<file path="config.mk">
export PLATFORM = sky130hd
export DESIGN_NAME = led_flash_mode_controller_core
export DESIGN_NICKNAME = d
export VERILOG_FILES = /design/src/hdl/lfmc_pkg.sv /design/src/hdl/led_flash_mode_controller_core.sv /design/src/hdl/lfmc_datapath.sv /design/src/hdl/lfmc_ctrl.sv
export SDC_FILE = /design/constraint.sdc
export NUM_CORES = 1
export LEC_CHECK = 0
export BUFFER_PORTS_ARGS = -buffer_cell sky130_fd_sc_hd__clkbuf_2
export CAP_MARGIN = 10
export CORE_MARGIN = 3
export CORE_UTILIZATION = 42
export CTS_BUF_LIST = sky130_fd_sc_hd__clkbuf_4 sky130_fd_sc_hd__clkbuf_8
export CTS_CLUSTER_SIZE = 30
export DETAILED_ROUTE_END_ITERATION = 12
export SLEW_MARGIN = 15
export SYNTH_ARGS = -nofsm -noshare
export SYNTH_HDL_FRONTEND = slang
export SYNTH_HIERARCHICAL = 1
export SYNTH_SLANG_ARGS = --single-unit
export TNS_END_PERCENT = 30
</file>
<file path="constraint.sdc">
create_clock -name clk -period 9.5 [get_ports clk]
set_input_delay 1.425 -clock clk [delete_from_list [all_inputs] [get_ports clk]]
set_output_delay 1.425 -clock clk [all_outputs]
set_load 0.1 [all_outputs]
</file>
<file path="src/hdl/lfmc_pkg.sv">
// Shared constants, types and command/status bundles of the LED flash mode controller.
`default_nettype none
package lfmc_pkg;

	localparam int LED_COUNT   = 96;
	localparam int GROUP_COUNT = (LED_COUNT + 3) / 4;
	localparam int GROUP_W     = (GROUP_COUNT > 1) ? $clog2(GROUP_COUNT) : 1;
	localparam int LED_CMP_W   = $clog2(LED_COUNT + 1) + 1;
	localparam int CNT_W       = 16;
	localparam int MODE_W      = 3;
	localparam int CFG_IDX_W   = 2;

	localparam logic [MODE_W-1:0] MODE_OFF    = 3'd0;
	localparam logic [MODE_W-1:0] MODE_ON     = 3'd1;
	localparam logic [MODE_W-1:0] MODE_FLASH1 = 3'd2;
	localparam logic [MODE_W-1:0] MODE_FLASH2 = 3'd3;
	localparam logic [MODE_W-1:0] MODE_FLASH3 = 3'd4;

	localparam logic [CFG_IDX_W-1:0] CFG_FLASH1_PERIOD   = 2'd0;
	localparam logic [CFG_IDX_W-1:0] CFG_FLASH2_PERIOD   = 2'd1;
	localparam logic [CFG_IDX_W-1:0] CFG_FLASH3_ON_TIME  = 2'd2;
	localparam logic [CFG_IDX_W-1:0] CFG_FLASH3_OFF_TIME = 2'd3;

	localparam logic [CNT_W-1:0] RST_FLASH1_PERIOD   = 16'd500;
	localparam logic [CNT_W-1:0] RST_FLASH2_PERIOD   = 16'd250;
	localparam logic [CNT_W-1:0] RST_FLASH3_ON_TIME  = 16'd100;
	localparam logic [CNT_W-1:0] RST_FLASH3_OFF_TIME = 16'd900;
	localparam logic [CNT_W-1:0] CNT_MAX             = 16'hFFFF;

	localparam logic [7:0] SLOT_MASK       = 8'h03;
	localparam logic [7:0] GROUP_BASE_MASK = 8'hFC;

	typedef logic [3:0][MODE_W-1:0] mode_row_t;
	typedef logic [3:0]             val_row_t;

	typedef struct packed {
		logic capture;
		logic set_write;
		logic gen_step;
		logic row_update;
		logic row_next;
		logic load_set;
		logic load_walk;
	} dp_cmd_t;

	typedef struct packed {
		logic in_range;
		logic followed;
		logic row_end;
		logic row_flashing;
		logic out_free;
	} dp_stat_t;

endpackage
`default_nettype wire

</file>
<file path="src/hdl/led_flash_mode_controller_core.sv">
// Top level of the LED flash mode controller: controller plus datapath.
//
//   channel  direction  handshake            payload
//   input    in         in_valid / in_stall  kind, led_index, mode
//   result   out        out_valid / out_stall group_index, group_bits, last
//   config   in         cfg_wr_en            cfg_index, cfg_data
//
// Set-mode beat: S_SET writes the row, then S_SET_EMIT loads the output register;
// an out-of-range LED goes back to idle from S_SET. Tick beat: S_GEN steps the
// generators and S_SCAN walks all GROUP_COUNT rows; S_EMIT walks them again when
// groups are emitted. A held output beat blocks the next load, and the next
// input is taken after the last.
// Reset clears modes, values, generators and restores the period registers.
`default_nettype none
module led_flash_mode_controller_core (
	input  wire logic                           clk,
	input  wire logic                           arst_n,
	input  wire logic                           in_valid,
	output logic                                in_stall,
	input  wire logic                           kind,
	input  wire logic [6:0]                     led_index,
	input  wire logic [2:0]                     mode,
	output logic                                out_valid,
	input  wire logic                           out_stall,
	output logic [4:0]                          group_index,
	output logic [7:0]                          group_bits,
	output logic                                last,
	input  wire logic                           cfg_wr_en,
	input  wire logic [lfmc_pkg::CFG_IDX_W-1:0] cfg_index,
	input  wire logic [lfmc_pkg::CNT_W-1:0]     cfg_data
);

	lfmc_pkg::dp_cmd_t  cmd;
	lfmc_pkg::dp_stat_t stat;

	lfmc_ctrl u_ctrl (
		.clk      (clk),
		.arst_n   (arst_n),
		.in_valid (in_valid),
		.in_stall (in_stall),
		.kind     (kind),
		.stat     (stat),
		.cmd      (cmd)
	);

	lfmc_datapath u_datapath (
		.clk         (clk),
		.arst_n      (arst_n),
		.cmd         (cmd),
		.stat        (stat),
		.cfg_wr_en   (cfg_wr_en),
		.cfg_index   (cfg_index),
		.cfg_data    (cfg_data),
		.led_index   (led_index),
		.mode        (mode),
		.out_valid   (out_valid),
		.out_stall   (out_stall),
		.group_index (group_index),
		.group_bits  (group_bits),
		.last        (last)
	);

endmodule
`default_nettype wire

</file>
<file path="src/hdl/lfmc_datapath.sv">
// Datapath: LED mode/value rows, flash generators, config registers and output register.
`default_nettype none
module lfmc_datapath (
	input  wire logic                            clk,
	input  wire logic                            arst_n,
	input  wire lfmc_pkg::dp_cmd_t               cmd,
	output lfmc_pkg::dp_stat_t                   stat,
	input  wire logic                            cfg_wr_en,
	input  wire logic [lfmc_pkg::CFG_IDX_W-1:0]  cfg_index,
	input  wire logic [lfmc_pkg::CNT_W-1:0]      cfg_data,
	input  wire logic [6:0]                      led_index,
	input  wire logic [2:0]                      mode,
	output logic                                 out_valid,
	input  wire logic                            out_stall,
	output logic [4:0]                           group_index,
	output logic [7:0]                           group_bits,
	output logic                                 last
);

	logic [lfmc_pkg::CNT_W-1:0] period1_q, period2_q, on3_q, off3_q;
	logic [6:0]                  led_q;
	logic [2:0]                  mode_q;
	lfmc_pkg::mode_row_t         mode_row_q [lfmc_pkg::GROUP_COUNT];
	lfmc_pkg::val_row_t          val_row_q  [lfmc_pkg::GROUP_COUNT];
	logic [2:0]                  gen_val_q;
	logic [2:0]                  toggle_q;
	logic [lfmc_pkg::CNT_W-1:0]  cnt_q [3];
	logic                        followed_q;
	logic [lfmc_pkg::GROUP_W-1:0] row_q, last_flash_q;
	logic                        out_valid_q, out_last_q;
	logic [lfmc_pkg::GROUP_W-1:0] out_group_q;
	logic [7:0]                  out_bits_q;

	logic [lfmc_pkg::GROUP_W-1:0] set_row;
	logic [1:0]                   set_lane;
	logic                         set_val;
	lfmc_pkg::mode_row_t          cur_mode;
	lfmc_pkg::val_row_t           cur_val, upd_val;
	logic                         row_follow, row_flash;
	logic [lfmc_pkg::CNT_W-1:0]   limit [3];
	logic [lfmc_pkg::CNT_W-1:0]   inc [3];
	logic [2:0]                   tog;
	logic                         out_free;

	function automatic logic [7:0] pack_row(input lfmc_pkg::val_row_t v);
		logic [7:0] bits;
		bits = 8'h00;
		for (int k = 0; k < 4; k++) begin
			bits = bits | ((8'(v[k]) & lfmc_pkg::SLOT_MASK) << (2 * k));
		end
		return bits;
	endfunction

	assign set_row  = lfmc_pkg::GROUP_W'((8'(led_q) & lfmc_pkg::GROUP_BASE_MASK) >> 2);
	assign set_lane = led_q[1:0];
	assign cur_mode = mode_row_q[row_q];
	assign cur_val  = val_row_q[row_q];
	assign out_free = !out_valid_q || !out_stall;

	always_comb begin
		set_val = val_row_q[set_row][set_lane];
		unique case (mode_q)
			lfmc_pkg::MODE_OFF:    set_val = 1'b0;
			lfmc_pkg::MODE_ON:     set_val = 1'b1;
			lfmc_pkg::MODE_FLASH1: set_val = gen_val_q[0];
			lfmc_pkg::MODE_FLASH2: set_val = gen_val_q[1];
			lfmc_pkg::MODE_FLASH3: set_val = gen_val_q[2];
			default:               set_val = val_row_q[set_row][set_lane];
		endcase
	end

	always_comb begin
		logic m1, m2, m3;
		upd_val    = cur_val;
		row_follow = 1'b0;
		row_flash  = 1'b0;
		for (int k = 0; k < 4; k++) begin
			m1 = (cur_mode[k] == lfmc_pkg::MODE_FLASH1) && toggle_q[0];
			m2 = (cur_mode[k] == lfmc_pkg::MODE_FLASH2) && toggle_q[1];
			m3 = (cur_mode[k] == lfmc_pkg::MODE_FLASH3) && toggle_q[2];
			if (m1) upd_val[k] = gen_val_q[0];
			if (m2) upd_val[k] = gen_val_q[1];
			if (m3) upd_val[k] = gen_val_q[2];
			row_follow = row_follow | m1 | m2 | m3;
			row_flash  = row_flash | (cur_mode[k] > lfmc_pkg::MODE_ON);
		end
	end

	always_comb begin
		limit[0] = period1_q;
		limit[1] = period2_q;
		limit[2] = gen_val_q[2] ? on3_q : off3_q;
		for (int g = 0; g < 3; g++) begin
			inc[g] = (cnt_q[g] == lfmc_pkg::CNT_MAX) ? cnt_q[g] : cnt_q[g] + 16'd1;
			tog[g] = inc[g] > limit[g];
		end
	end

	always_comb begin
		stat.in_range     = (lfmc_pkg::LED_CMP_W'(led_q) <
		                     lfmc_pkg::LED_CMP_W'(lfmc_pkg::LED_COUNT));
		stat.followed     = followed_q | row_follow;
		stat.row_end      = (row_q == lfmc_pkg::GROUP_W'(lfmc_pkg::GROUP_COUNT - 1));
		stat.row_flashing = row_flash;
		stat.out_free     = out_free;
	end

	always_ff @(posedge clk or negedge arst_n) begin
		if (!arst_n) begin
			period1_q    <= lfmc_pkg::RST_FLASH1_PERIOD;
			period2_q    <= lfmc_pkg::RST_FLASH2_PERIOD;
			on3_q        <= lfmc_pkg::RST_FLASH3_ON_TIME;
			off3_q       <= lfmc_pkg::RST_FLASH3_OFF_TIME;
			for (int r = 0; r < lfmc_pkg::GROUP_COUNT; r++) begin
				mode_row_q[r] <= '0;
				val_row_q[r]  <= '0;
			end
			gen_val_q    <= '0;
			toggle_q     <= '0;
			for (int g = 0; g < 3; g++) cnt_q[g] <= '0;
			followed_q   <= 1'b0;
			row_q        <= '0;
			last_flash_q <= '0;
			out_valid_q  <= 1'b0;
		end else begin
			if (cfg_wr_en) begin
				unique case (cfg_index)
					lfmc_pkg::CFG_FLASH1_PERIOD:   period1_q <= cfg_data;
					lfmc_pkg::CFG_FLASH2_PERIOD:   period2_q <= cfg_data;
					lfmc_pkg::CFG_FLASH3_ON_TIME:  on3_q     <= cfg_data;
					lfmc_pkg::CFG_FLASH3_OFF_TIME: off3_q    <= cfg_data;
					default: ;
				endcase
			end
			if (cmd.set_write) begin
				mode_row_q[set_row][set_lane] <= mode_q;
				val_row_q[set_row][set_lane]  <= set_val;
			end
			if (cmd.gen_step) begin
				for (int g = 0; g < 3; g++) cnt_q[g] <= tog[g] ? '0 : inc[g];
				gen_val_q    <= gen_val_q ^ tog;
				toggle_q     <= tog;
				followed_q   <= 1'b0;
				row_q        <= '0;
				last_flash_q <= '0;
			end
			if (cmd.row_update) begin
				val_row_q[row_q] <= upd_val;
				followed_q       <= followed_q | row_follow;
				if (row_flash) last_flash_q <= row_q;
			end
			if (cmd.row_next) begin
				row_q <= stat.row_end ? '0 : row_q + 1'b1;
			end
			if (cmd.load_set || cmd.load_walk) begin
				out_valid_q <= 1'b1;
			end else if (!out_stall) begin
				out_valid_q <= 1'b0;
			end
		end
	end

	always_ff @(posedge clk) begin
		if (cmd.capture) begin
			led_q  <= led_index;
			mode_q <= mode;
		end
		if (cmd.load_set) begin
			out_group_q <= set_row;
			out_bits_q  <= pack_row(val_row_q[set_row]);
			out_last_q  <= 1'b1;
		end else if (cmd.load_walk) begin
			out_group_q <= row_q;
			out_bits_q  <= pack_row(cur_val);
			out_last_q  <= (row_q == last_flash_q);
		end
	end

	assign out_valid   = out_valid_q;
	assign group_index = 5'(out_group_q);
	assign group_bits  = out_bits_q;
	assign last        = out_last_q;

endmodule
`default_nettype wire

</file>
<file path="src/hdl/lfmc_ctrl.sv">
// Controller state machine: sequences set-mode writes, generator steps and group walks.
`default_nettype none
module lfmc_ctrl (
	input  wire logic               clk,
	input  wire logic               arst_n,
	input  wire logic               in_valid,
	output logic                    in_stall,
	input  wire logic               kind,
	input  wire lfmc_pkg::dp_stat_t stat,
	output lfmc_pkg::dp_cmd_t       cmd
);

	typedef enum logic [2:0] {
		S_IDLE,
		S_SET,
		S_SET_EMIT,
		S_GEN,
		S_SCAN,
		S_EMIT
	} state_t;

	state_t state_q;
	logic   in_stall_q;
	logic   accept;

	assign accept   = in_valid && !in_stall_q;
	assign in_stall = in_stall_q;

	always_comb begin
		cmd         = '0;
		cmd.capture = accept;
		unique case (state_q)
			S_IDLE:     ;
			S_SET:      cmd.set_write = stat.in_range;
			S_SET_EMIT: cmd.load_set  = stat.out_free;
			S_GEN:      cmd.gen_step  = 1'b1;
			S_SCAN: begin
				cmd.row_update = 1'b1;
				cmd.row_next   = 1'b1;
			end
			S_EMIT: begin
				cmd.load_walk = stat.row_flashing && stat.out_free;
				cmd.row_next  = !stat.row_flashing || stat.out_free;
			end
			default: ;
		endcase
	end

	always_ff @(posedge clk or negedge arst_n) begin
		if (!arst_n) begin
			state_q    <= S_IDLE;
			in_stall_q <= 1'b0;
		end else begin
			unique case (state_q)
				S_IDLE: begin
					if (accept) begin
						state_q    <= kind ? S_GEN : S_SET;
						in_stall_q <= 1'b1;
					end
				end
				S_SET: begin
					if (stat.in_range) begin
						state_q <= S_SET_EMIT;
					end else begin
						state_q    <= S_IDLE;
						in_stall_q <= 1'b0;
					end
				end
				S_SET_EMIT: begin
					if (stat.out_free) begin
						state_q    <= S_IDLE;
						in_stall_q <= 1'b0;
					end
				end
				S_GEN: state_q <= S_SCAN;
				S_SCAN: begin
					if (stat.row_end) begin
						if (stat.followed) begin
							state_q <= S_EMIT;
						end else begin
							state_q    <= S_IDLE;
							in_stall_q <= 1'b0;
						end
					end
				end
				S_EMIT: begin
					if (stat.row_end && (!stat.row_flashing || stat.out_free)) begin
						state_q    <= S_IDLE;
						in_stall_q <= 1'b0;
					end
				end
				default: begin
					state_q    <= S_IDLE;
					in_stall_q <= 1'b0;
				end
			endcase
		end
	end

endmodule
`default_nettype wire
</file>
==> summary.txt, run 1 <==
Outcome
  – Outcome: completed

GRT
  – GRT overflow: 0
  – Initial antenna violation count: 4
  – GRT Resource Usage Total: 23.7%
  – Number of global-route vias before repair: 21.3k
  – Pin count of the biggest net entering global routing: 173
  – Global-route wire length before repair: 130000 µm

Route
  – Drt first pass iters: 6
  – Wire per inst: 24.6 µm
  – Via count: 20.9k
  – 1st-iter DRT viols: 2160
  – Drt via density: 6.02
  – Final wirelength: 85200 µm
  – DRC Markers: 0
  – DRT antenna net count: 0

Timing
  – Layout Skew: 0.0544 ns
  – Tcrit/Tclk final: 52.9%
  – Slew margin rel.: 21.1%
  – Setup TNS: 0 ns
  – FMAX: 0.199 GHz
  – Final Hold Vio Count: 0
  – Tmin final: 5.02 ns
  – Max Slew Vio Count: 0
  – RSZ-0062 raised after global routing: no
  – Setup Viol. Count Final: 0
  – Slew @ Worst Pin: 1.18 ns

Floorplanning
  – Starting Density: 42.6%
  – Die span in x: 268 µm
  – Core Area: 0.0676 mm²
  – Die Area: 0.0718 mm²
  – Die height: 268 µm
  – I/O pins: 50
  – Cell Rows: 95

Clocking
  – Cts bufs inserted: 95
  – Post-CTS setup repair buffer count: 0
  – Register clock-pin slew on the reported worst setup and hold paths: 0.06 ns
  – Clock tree from TritonCTS: done
  – Clock sinks: 538
  – Clock latency on the worst-skew pair: 0.70 ns
  – Clk buf depth: 3
  – Root Buffer: clkbuf_8
  – H-tree levels: 3
  – Number of gates resized after cts: 0
  – CTS Hold Bufs: 0

Worst setup path
  – Req. time, crit path: 10.01 ns
  – Cell family with most CP delay: compound AO/OA/AOI/OAI gates
  – Worst-path cell chain: buf_4, mux2i_1, o22ai_1, nor4_1, nand2_1, or2_1, o21a_1, o31ai_4, o22ai_1
  – CP max stage delay: 1.02 ns
  – Crit path DAT: 5.53 ns
  – Cell seen most often among critical-path stages: o22ai_1
  – Crit Path Category: reg2reg
  – CP max FO: 43
  – Worst setup EP type: flop
  – Startpoint Class: flop
  – CP max stage cell: dfrtp_4
  – WP buf/inv: 1

Pwr
  – Max VDD drop: 0.145 mV
  – Leak Pwr: 14.7 nW
  – Pwr dens: 217 mW/mm²
  – Total power: 6.87 mW

Synthesis
  – Main synth FF type: dfrtp_1
  – Synth Area in XOR/XNOR: 1.21%
  – Post-synthesis adder-cell area fraction: 2.39%
  – Yosys cell types: 81
  – Mux share of post-synthesis cell area: 26.5%
  – Syn avg cell area: 11.5 µm²
  – Compound-Gate Fraction of Synth Area: 8.28%
  – Sequential share of the synthesized area: 47.1%
  – Synth warnings: 6
  – Synthesized instance count: 2516
  – Seq cells post-synth: 538
  – Combinational family with the most area after synthesis: multiplexers
  – EDFF count, synth: 19
  – Post-synthesis simple-gate area fraction: 10.6%
  – Post-Syn Area: 0.0288 mm²
  – Post-synth ARST share: 96.3%

Finish
  – Fin nets: 2612
  – Layout cells sized above 1: 27.3%
  – Layout Cells excl Fill: 3469
  – Fin area: 0.0317 mm²
  – Most frequent cells in the layout: dfrtp_1 (497), mux2_2 (358), mux2i_1 (247), nand2_1 (194), o21ai_0 (125)
  – Area Growth Syn to Fin: 9.87%
  – Most common cell after layout, fill and taps aside: dfrtp_1
  – Fillcell total: 6181
  – Final core utilization: 46.8%

Place
  – I/O Buffers: 45
  – GPL Wtd Cong: 0.968
  – Placed inst area: 0.0296 mm²
  – Post-DP HPWL: 58700 µm
  – Placed cell count: 3297

Flow run
  – Max_cap viols: 0

Hold path
  – Hold WC Path Type: reg2reg
-- worst reg2reg max path, stage by stage, from the launching register on --
cell	delay (ns)
dfrtp_4	1.02
buf_4	0.67
mux2i_1	0.32
o22ai_1	0.11
nor4_1	0.71
nand2_1	0.25
or2_1	0.33
o21a_1	0.23
o31ai_4	0.97
o22ai_1	0.24
-- sequential cells by signal, indices dropped and copies added, names as in the netlist, 7 cells and up --
register and flops:
u_datapath/mode_row_q 288, u_datapath/cnt_q 48, u_datapath/led_q 7, u_datapath/val_row_q 96
u_datapath/on3_q 16, u_datapath/period1_q 16, u_datapath/period2_q 16, u_datapath/off3_q 16
-- kinds of logic after synthesis --
family	after synthesis
AOI/OAI and AO/OA	376
muxes	656
DFF	538
and+or+nand+nor	616
other	1
xor gates and xnor gates	40
adders and majority gates	55
buffers and inverters	234
-- cells in the mapped netlist (15+ instances only) --
cell type	instances	area [µm²]
edfxtp_1	19	571
o2bb2ai_1	16	140
nand4_1	15	93.8
nand2b_1	28	175
nand3_1	62	310
nor2_1	119	447
and2_1	18	113
buf_2	26	130
a21oi_1	33	165
xnor2_1	35	307
dfrtp_1	499	12500
o21ai_0	125	626
buf_4	27	203
mux2i_1	247	2470
nand2_1	194	728
nor2b_1	25	156
o22ai_1	115	719
mux4_2	51	1150
ha_1	55	688
and3_1	18	113
mux2_2	358	4030
nor3_1	65	325
inv_1	62	233
dfstp_2	19	499
clkbuf_1	91	342
-- layout make-up --
class | count | area [µm²] | area share (%)
repair buffers | 77 | 499 | 1.58
inverters | 64 | 240 | 0.758
well taps | 873 | 1090 | 3.45
flip-flops and latches | 538 | 13600 | 42.9
clock buffers | 148 | 1880 | 5.94
clock inverters | 18 | 169 | 0.533
diodes | 4 | 10.0 | 0.0316
multi-input cells | 1747 | 14200 | 44.8
-- report_power, final --
| group | switching, mW | internal (mW) |
|---|---|---|
| Combinational | 1.07 | 0.653 |
| Clock | 0.976 | 1.31 |
| Sequential | 0.263 | 2.60 |
-- metal layers --
| layer | global-route usage, % | up-vias | part of all wire (%) |
|---|---|---|---|
| met5 | 0 | - | 0.015 |
| met4 | 11.5 | 2 | 5.0 |
| met3 | 5.38 | 246 | 7.8 |
| met2 | 38.0 | 826 | 46 |
| met1 | 30.4 | 10600 | 41 |
| li1 | - | 9203 | - |
-- through the flow --
stage               hold slack (ns)  setup WS, ns
floorplan                     0.466          5.44
global placement              0.482          4.68
detailed placement            0.489          4.61
CTS                           0.503          4.53
global route                  0.512          4.23
finish                        0.498          4.48
-- final timing paths --
path / startpoint / to / slack, ns / cells past startpoint
worst max-delay path: u_datapath/row_q[0]$_DFFE_PN0P_ / u_datapath/val_row_q[10]$_DFF_PN0_ / 4.48 / 9
worst min-delay path: u_datapath/mode_row_q[116]$_DFFE_PN0P_ / u_datapath/mode_row_q[116]$_DFFE_PN0P_ / 0.50 / 1
worst max register to register: u_datapath/row_q[0]$_DFFE_PN0P_ / u_datapath/val_row_q[10]$_DFF_PN0_ / 4.48 / 9
worst min register to register: u_datapath/mode_row_q[116]$_DFFE_PN0P_ / u_datapath/mode_row_q[116]$_DFFE_PN0P_ / 0.50 / 1
max in group asynchronous: arst_n / u_datapath/cnt_q[19]$_DFFE_PN0P_ / 6.56 / 3
min in group asynchronous: arst_n / u_datapath/mode_row_q[265]$_DFFE_PN0P_ / 0.74 / 1
Power figures use the tool's default switching activity.
==> run 2: changes to the inputs <==
==> constraint.sdc (replaced) <==
create_clock -name clk -period 5 [get_ports clk]
set_input_delay 0.75 -clock clk [delete_from_list [all_inputs] [get_ports clk]]
set_output_delay 0.75 -clock clk [all_outputs]
set_load 0.1 [all_outputs]
==> run 2 against run 1 <==
  * Clock-buffer cell count rose by 4
  * Critical path depth grew 6
  * Core utilization up 0.42 points
  * Combinational power up 100%
  * Fmax rose by 14%
  * Largest power group unchanged
==> summary.txt, run 2 (synthesis gave the netlist of run 1 again) <==
Pwr
  – Sw Ratio: 33.8% (was 33.6%)
  – Pwr dens: 415 mW/mm² (was 217 mW/mm²)
  – Total power: 13.3 mW (was 6.87 mW)
  – NetSw: 4.49 mW (was 2.31 mW)
  – Seq pwr share: 40.6% (was 41.6%)
  – Internal power: 8.78 mW (was 4.56 mW)
  – Clk pwr share: 33.4% (was 33.3%)
  – Gate power share: 26.0% (was 25.1%)
  – Leak Pwr: 14.8 nW (was 14.7 nW)
  – Max VDD drop: 0.283 mV (was 0.145 mV)

Route
  – DRT antenna net count: 0 (unchanged)
  – Drt first pass iters: 5 (was 6)
  – WL met3: 5720 µm (was 6610 µm)
  – Wire per inst: 24.5 µm (was 24.6 µm)
  – Max Used Layer: met4 (was met5)
  – 1st-iter DRT viols: 1683 (was 2160)
  – Met2 routed WL: 39700 µm (was 39600 µm)
  – Via count: 20.9k (about the same)
  – Met1 WL: 36000 µm (was 34800 µm)
  – Final wirelength: 85600 µm (was 85200 µm)
  – Drt via density: 6.00 (was 6.02)
  – DRC Markers: 0 (unchanged)

Timing
  – Final Hold Vio Count: 0 (unchanged)
  – RSZ-0062 raised after global routing: no (unchanged)
  – Max Slew Vio Count: 0 (unchanged)
  – Hold slack: 0.122 ns (was 0.498 ns)
  – FMAX: 0.227 GHz (was 0.199 GHz)
  – Tmin final: 4.41 ns (was 5.02 ns)
  – Setup TNS: 0 ns (unchanged)
  – Tcrit/Tclk final: 88.2% (was 52.9%)
  – Layout Skew: 0.0609 ns (was 0.0544 ns)
  – Slew @ Worst Pin: 1.19 ns (was 1.18 ns)
  – Slew margin rel.: 20.4% (was 21.1%)
  – Setup Viol. Count Final: 0 (unchanged)

Clocking
  – Post-CTS setup repair buffer count: 0 (unchanged)
  – Number of gates resized after cts: 0 (unchanged)
  – Clock sinks: 538 (unchanged)
  – CTS Hold Bufs: 0 (unchanged)
  – Clock latency on the worst-skew pair: 0.70 ns (about the same)
  – Clk buf depth: 3 (unchanged)
  – Clock tree from TritonCTS: done (unchanged)
  – H-tree levels: 3 (unchanged)
  – Register clock-pin slew on the reported worst setup and hold paths: 0.06 ns (about the same)
  – Cts bufs inserted: 94 (was 95)
  – Root Buffer: clkbuf_8 (unchanged)

Flow run
  – Max_cap viols: 0 (unchanged)

Finish
  – Most frequent cells in the layout: dfrtp_1 (497), mux2_2 (358), mux2i_1 (247), nand2_1 (194), o21ai_0 (125) (unchanged)
  – Area Growth Syn to Fin: 10.9% (was 9.87%)
  – Fin nets: 2627 (was 2612)
  – Layout Cells excl Fill: 3490 (was 3469)
  – Largest Register: u_datapath/mode_row_q (unchanged)
  – Most common cell after layout, fill and taps aside: dfrtp_1 (unchanged)
  – Top flop regs: u_datapath/mode_row_q x288, u_datapath/val_row_q x96, u_datapath/cnt_q x48 (unchanged)
  – Max reg flops: 288 (unchanged)
  – Layout cells sized above 1: 27.9% (was 27.3%)

Outcome
  – Outcome: completed (unchanged)

Worst setup path
  – Crit path DAT: 5.03 ns (was 5.53 ns)
  – Worst setup EP type: flop (unchanged)
  – CP max stage cell: or4b_2 (was dfrtp_4)
  – Cell seen most often among critical-path stages: o21ai_0 (was o22ai_1)
  – CP max FO: 20 (was 43)
  – CP max stage delay: 0.60 ns (was 1.02 ns)
  – FF-to-FF path depth: 15 (was 9)
  – Crit Path Category: reg2reg (unchanged)
  – Worst-path cell chain: and3_1, nand3_1, nor3_1, nand2_1, o21ai_0, ha_1, nor2b_1, o21a_1, o21ai_0, a21oi_1, a221o_1, a22oi_1, buf_4, or4b_2, o21ai_0 (was buf_4, mux2i_1, o22ai_1, nor4_1, nand2_1, or2_1, o21a_1, o31ai_4, o22ai_1)
  – Startpoint Class: flop (unchanged)
  – Req. time, crit path: 5.62 ns (was 10.01 ns)

Floorplanning
  – Die Area: 0.0718 mm² (unchanged)
  – Die span in x: 268 µm (unchanged)
  – Starting Density: 42.6% (unchanged)
  – Die height: 268 µm (unchanged)
  – Core Area: 0.0676 mm² (unchanged)
  – I/O pins: 50 (unchanged)
  – Cell Rows: 95 (unchanged)

Place
  – Post-DP HPWL: 59800 µm (was 58700 µm)
  – GPL Wtd Cong: 0.987 (was 0.968)
  – Placed cell count: 3314 (was 3297)
  – I/O Buffers: 45 (unchanged)

GRT
  – Number of global-route vias before repair: 21.3k (about the same)
  – GRT overflow: 0 (unchanged)
  – GRT Resource Usage Total: 23.9% (was 23.7%)
  – Pin count of the biggest net entering global routing: 119 (was 173)
  – Initial antenna violation count: 2 (was 4)
  – Global-route wire length before repair: 131000 µm (was 130000 µm)

Hold path
  – Hold WC Path Type: in2async (was reg2reg)
==> run 2: critical path, delay by kind of cell (launching register included) <==
family,cells,cell delay [ns]
AO/OA/AOI/OAI,7,1.37
buffers and inverters,1,0.27
flip-flops,1,0.43
AND/OR/NAND/NOR,6,1.94
adder cells (fa/ha/maj),1,0.30
==> run 2: path summary, 6_finish.rpt <==
path                       slack, ns                             start                                      to
hold / removal                  0.12                            arst_n  u_datapath/mode_row_q[255]$_DFFE_PN0P_
min in group clk                0.23                      led_index[6]           u_datapath/led_q[6]$_DFFE_PP_
setup / recovery                0.59  u_datapath/cnt_q[38]$_DFFE_PN0P_        u_datapath/cnt_q[39]$_DFFE_PN0P_
max in group asynchronous       3.62                            arst_n        u_datapath/on3_q[11]$_DFFE_PN0P_
hold reg to reg                 0.50      u_datapath/last$_SDFFE_PP1P_            u_datapath/last$_SDFFE_PP1P_
setup reg to reg                0.59  u_datapath/cnt_q[38]$_DFFE_PN0P_        u_datapath/cnt_q[39]$_DFFE_PN0P_
==> run 2: per-layer routing <==
metal,GRT usage [%],vias up
met5,0,-
met4,11.6,0
met3,4.68,203
met2,37.9,805
met1,31.5,10700
li1,-,9244
==> run 2: through the flow <==
step | util [%] | setup slack [ns] | instance area [µm²]
after global routing | 47.3 | 0.115 | 32000
after detailed placement | 44.1 | 0.631 | 29800
after global placement | 44.1 | 0.765 | 29800
after CTS | 47.2 | 0.625 | 31900
final | 47.3 | 0.591 | 32000
after floorplan | - | 0.938 | 28800
==> run 2: cell type report <==
type | instances | area [µm²]
fill | 6140 | 35700
clock inverter | 21 | 199
inverter | 64 | 240
multi-input combinational | 1747 | 14200
sequential | 538 | 13600
clock buffer | 152 | 1910
tap | 873 | 1090
antenna | 2 | 5.00
timing repair buffer | 93 | 728
==> run 2: power by group through the flow <==
stage	Clock, mW	Sequential [mW]	Combinational (mW)
final	4.43	5.39	3.45
after global routing	4.75	5.45	3.66
after CTS	4.54	5.39	3.42
after detailed placement	0	5.46	3.41
after global placement	0	5.43	3.35
after floorplan	0	5.47	2.35
==> run 3: changes to the inputs <==
--- a/config.mk
+++ b/config.mk
@@ -12,6 +12,7 @@
 export CTS_BUF_LIST = sky130_fd_sc_hd__clkbuf_4 sky130_fd_sc_hd__clkbuf_8
 export CTS_CLUSTER_SIZE = 30
 export DETAILED_ROUTE_END_ITERATION = 12
+export REMOVE_ABC_BUFFERS = 1
 export SLEW_MARGIN = 15
 export SYNTH_ARGS = -nofsm -noshare
 export SYNTH_HDL_FRONTEND = slang
==> run 3 against run 2 <==
  * Design area is 0.43% lower
  * Largest power group unchanged
  * First-iteration DRC count is 17% higher
  * Largest cell class unchanged
  * Critical path type unchanged
  * Critical path depth stayed put
  * Power is 1.7% lower
  * Clock skew is 0.012 ns lower
  * Hold slack worse by 0.058 ns
  * Via count is 0.59% higher
==> summary.txt, run 3 (synthesis gave the netlist of run 1 again) <==
Finish
  – Fin nets: 2629 (was 2627)
  – Max reg flops: 288 (unchanged)
  – Layout cells sized above 1: 27.7% (was 27.9%)
  – Most frequent cells in the layout: dfrtp_1 (497), mux2_2 (358), mux2i_1 (247), nand2_1 (194), o21ai_0 (125) (unchanged)
  – Largest Register: u_datapath/mode_row_q (unchanged)
  – Most common cell after layout, fill and taps aside: dfrtp_1 (unchanged)
  – Top flop regs: u_datapath/mode_row_q x288, u_datapath/val_row_q x96, u_datapath/cnt_q x48 (unchanged)
  – Fillcell total: 6182 (was 6140)
  – Area Growth Syn to Fin: 10.4% (was 10.9%)
  – Final core utilization: 47.1% (was 47.3%)

Clocking
  – CTS Hold Bufs: 0 (unchanged)
  – Clock tree from TritonCTS: done (unchanged)
  – Number of gates resized after cts: 0 (unchanged)
  – Clock sinks: 538 (unchanged)
  – Post-CTS setup repair buffer count: 0 (unchanged)
  – Root Buffer: clkbuf_8 (unchanged)
  – H-tree levels: 3 (unchanged)
  – Cts bufs inserted: 89 (was 94)
  – Clk buf depth: 3 (unchanged)
  – Clock latency on the worst-skew pair: 0.70 ns (about the same)
  – Register clock-pin slew on the reported worst setup and hold paths: 0.07 ns (was 0.06 ns)

Worst setup path
  – Worst-path cell chain: and3_1, nand3_1, nor3_1, nand2_1, o21ai_0, ha_1, nor2b_1, o21a_1, o21ai_0, a21oi_1, a221o_1, a22oi_1, buf_4, or4b_2, o21ai_0 (unchanged)
  – Worst setup EP type: flop (unchanged)
  – CP max stage delay: 0.59 ns (was 0.60 ns)
  – WP buf/inv: 1 (unchanged)
  – Startpoint Class: flop (unchanged)
  – Cell family with most CP delay: simple AND/OR/NAND/NOR gates (unchanged)
  – CP max FO: 20 (unchanged)
  – Crit path DAT: 5.11 ns (was 5.03 ns)
  – Crit Path Category: reg2reg (unchanged)
  – Req. time, crit path: 5.59 ns (was 5.62 ns)
  – Cell seen most often among critical-path stages: o21ai_0 (unchanged)
  – CP max stage cell: or4b_2 (unchanged)

Floorplanning
  – I/O pins: 50 (unchanged)
  – Die Area: 0.0718 mm² (unchanged)
  – Cell Rows: 95 (unchanged)
  – Starting Density: 42.6% (unchanged)
  – Die span in x: 268 µm (unchanged)
  – Die height: 268 µm (unchanged)
  – Core Area: 0.0676 mm² (unchanged)

GRT
  – GRT overflow: 0 (unchanged)
  – Initial antenna violation count: 1 (was 2)
  – Pin count of the biggest net entering global routing: 124 (was 119)
  – GRT Resource Usage Total: 23.7% (was 23.9%)
  – Number of global-route vias before repair: 21.3k (about the same)
  – Global-route wire length before repair: 130000 µm (was 131000 µm)

Pwr
  – Seq pwr share: 41.6% (was 40.6%)
  – Gate power share: 25.8% (was 26.0%)
  – Sw Ratio: 33.7% (was 33.8%)
  – Pwr dens: 410 mW/mm² (was 415 mW/mm²)
  – NetSw: 4.40 mW (was 4.49 mW)
  – Clk pwr share: 32.6% (was 33.4%)
  – Leak Pwr: 14.7 nW (was 14.8 nW)
  – Max VDD drop: 0.236 mV (was 0.283 mV)
  – Internal power: 8.65 mW (was 8.78 mW)

Timing
  – Max Slew Vio Count: 0 (unchanged)
  – FMAX: 0.221 GHz (was 0.227 GHz)
  – Setup Viol. Count Final: 0 (unchanged)
  – Slew margin rel.: 18.9% (was 20.4%)
  – Slew @ Worst Pin: 1.22 ns (was 1.19 ns)
  – Final Hold Vio Count: 0 (unchanged)
  – Tcrit/Tclk final: 90.5% (was 88.2%)
  – Tmin final: 4.53 ns (was 4.41 ns)
  – Fin worst setup slack: 0.474 ns (was 0.591 ns)
  – RSZ-0062 raised after global routing: no (unchanged)
  – Layout Skew: 0.0486 ns (was 0.0609 ns)
  – Setup TNS: 0 ns (unchanged)

Flow run
  – Max_cap viols: 0 (unchanged)

Route
  – Via count: 21.1k (was 20.9k)
  – 1st-iter DRT viols: 1973 (was 1683)
  – Wire per inst: 24.5 µm (about the same)
  – Drt via density: 6.05 (was 6.00)
  – Final wirelength: 85100 µm (was 85600 µm)
  – DRT antenna net count: 0 (unchanged)
  – Drt first pass iters: 6 (was 5)
  – DRC Markers: 0 (unchanged)

Hold path
  – Hold WC Path Type: in2async (unchanged)

Place
  – I/O Buffers: 45 (unchanged)
  – GPL Wtd Cong: 0.963 (was 0.987)
  – Post-DP HPWL: 59800 µm (about the same)
  – Post-Place Worst Slack: 0.561 ns (was 0.631 ns)

Outcome
  – Outcome: completed (unchanged)
run 3: path summary, 6_finish.rpt:
kind                                                   startpoint                                     end  slack [ns]  cells after the start
min reg2reg                u_datapath/mode_row_q[161]$_DFFE_PN0P_  u_datapath/mode_row_q[161]$_DFFE_PN0P_        0.50                      1
max reg2reg                      u_datapath/cnt_q[36]$_DFFE_PN0P_        u_datapath/cnt_q[39]$_DFFE_PN0P_        0.47                     15
min in group clk                                     led_index[3]           u_datapath/led_q[3]$_DFFE_PP_        0.23                      1
max in group asynchronous                                  arst_n        u_datapath/cnt_q[32]$_DFFE_PN0P_        3.70                      2
min                                                        arst_n      u_datapath/val_row_q[19]$_DFF_PN0_        0.06                      1
max                              u_datapath/cnt_q[36]$_DFFE_PN0P_        u_datapath/cnt_q[39]$_DFFE_PN0P_        0.47                     15
run 3: cell type report:
| type | count | area [µm²] | area share [%] |
|---|---|---|---|
| clock buffers | 134 | 1710 | 5.38 |
| repair buffers | 100 | 736 | 2.31 |
| clock inverters | 24 | 258 | 0.810 |
| inverters | 64 | 240 | 0.755 |
| flip-flops and latches | 538 | 13600 | 42.7 |
| multi-input cells | 1747 | 14200 | 44.6 |
| well taps | 873 | 1090 | 3.43 |
| diodes | 1 | 2.50 | 0.00786 |
run 3: per-stage QoR:
stage,cells,power (mW),cell area [µm²],hold slack (ns)
floorplan,2349,7.86,28000,0.454
global placement,3322,8.73,29900,0.482
detailed placement,3322,8.83,29900,0.487
CTS,3480,13.1,31800,0.0505
global route,3481,13.6,31800,0.0779
finish,3481,13.0,31800,0.0644
run 3: metal layers:
| metal | GRT usage, % | vias up | wire length (µm) |
|---|---|---|---|
| met3 | 3.80 | 227 | 5320 |
| met5 | 0 | - | 0 |
| met1 | 31.8 | 10800 | 36200 |
| li1 | - | 9257 | - |
| met2 | 38.1 | 808 | 39700 |
| met4 | 10.3 | 0 | 3920 |
run 3: power groups by stage:
stage	Clock (mW)	Combinational (mW)	Sequential (mW)
final	4.25	3.36	5.43
after CTS	4.36	3.35	5.42
after global placement	0	3.27	5.46
after floorplan	0	2.02	5.85
after global routing	4.55	3.59	5.48
after detailed placement	0	3.34	5.49
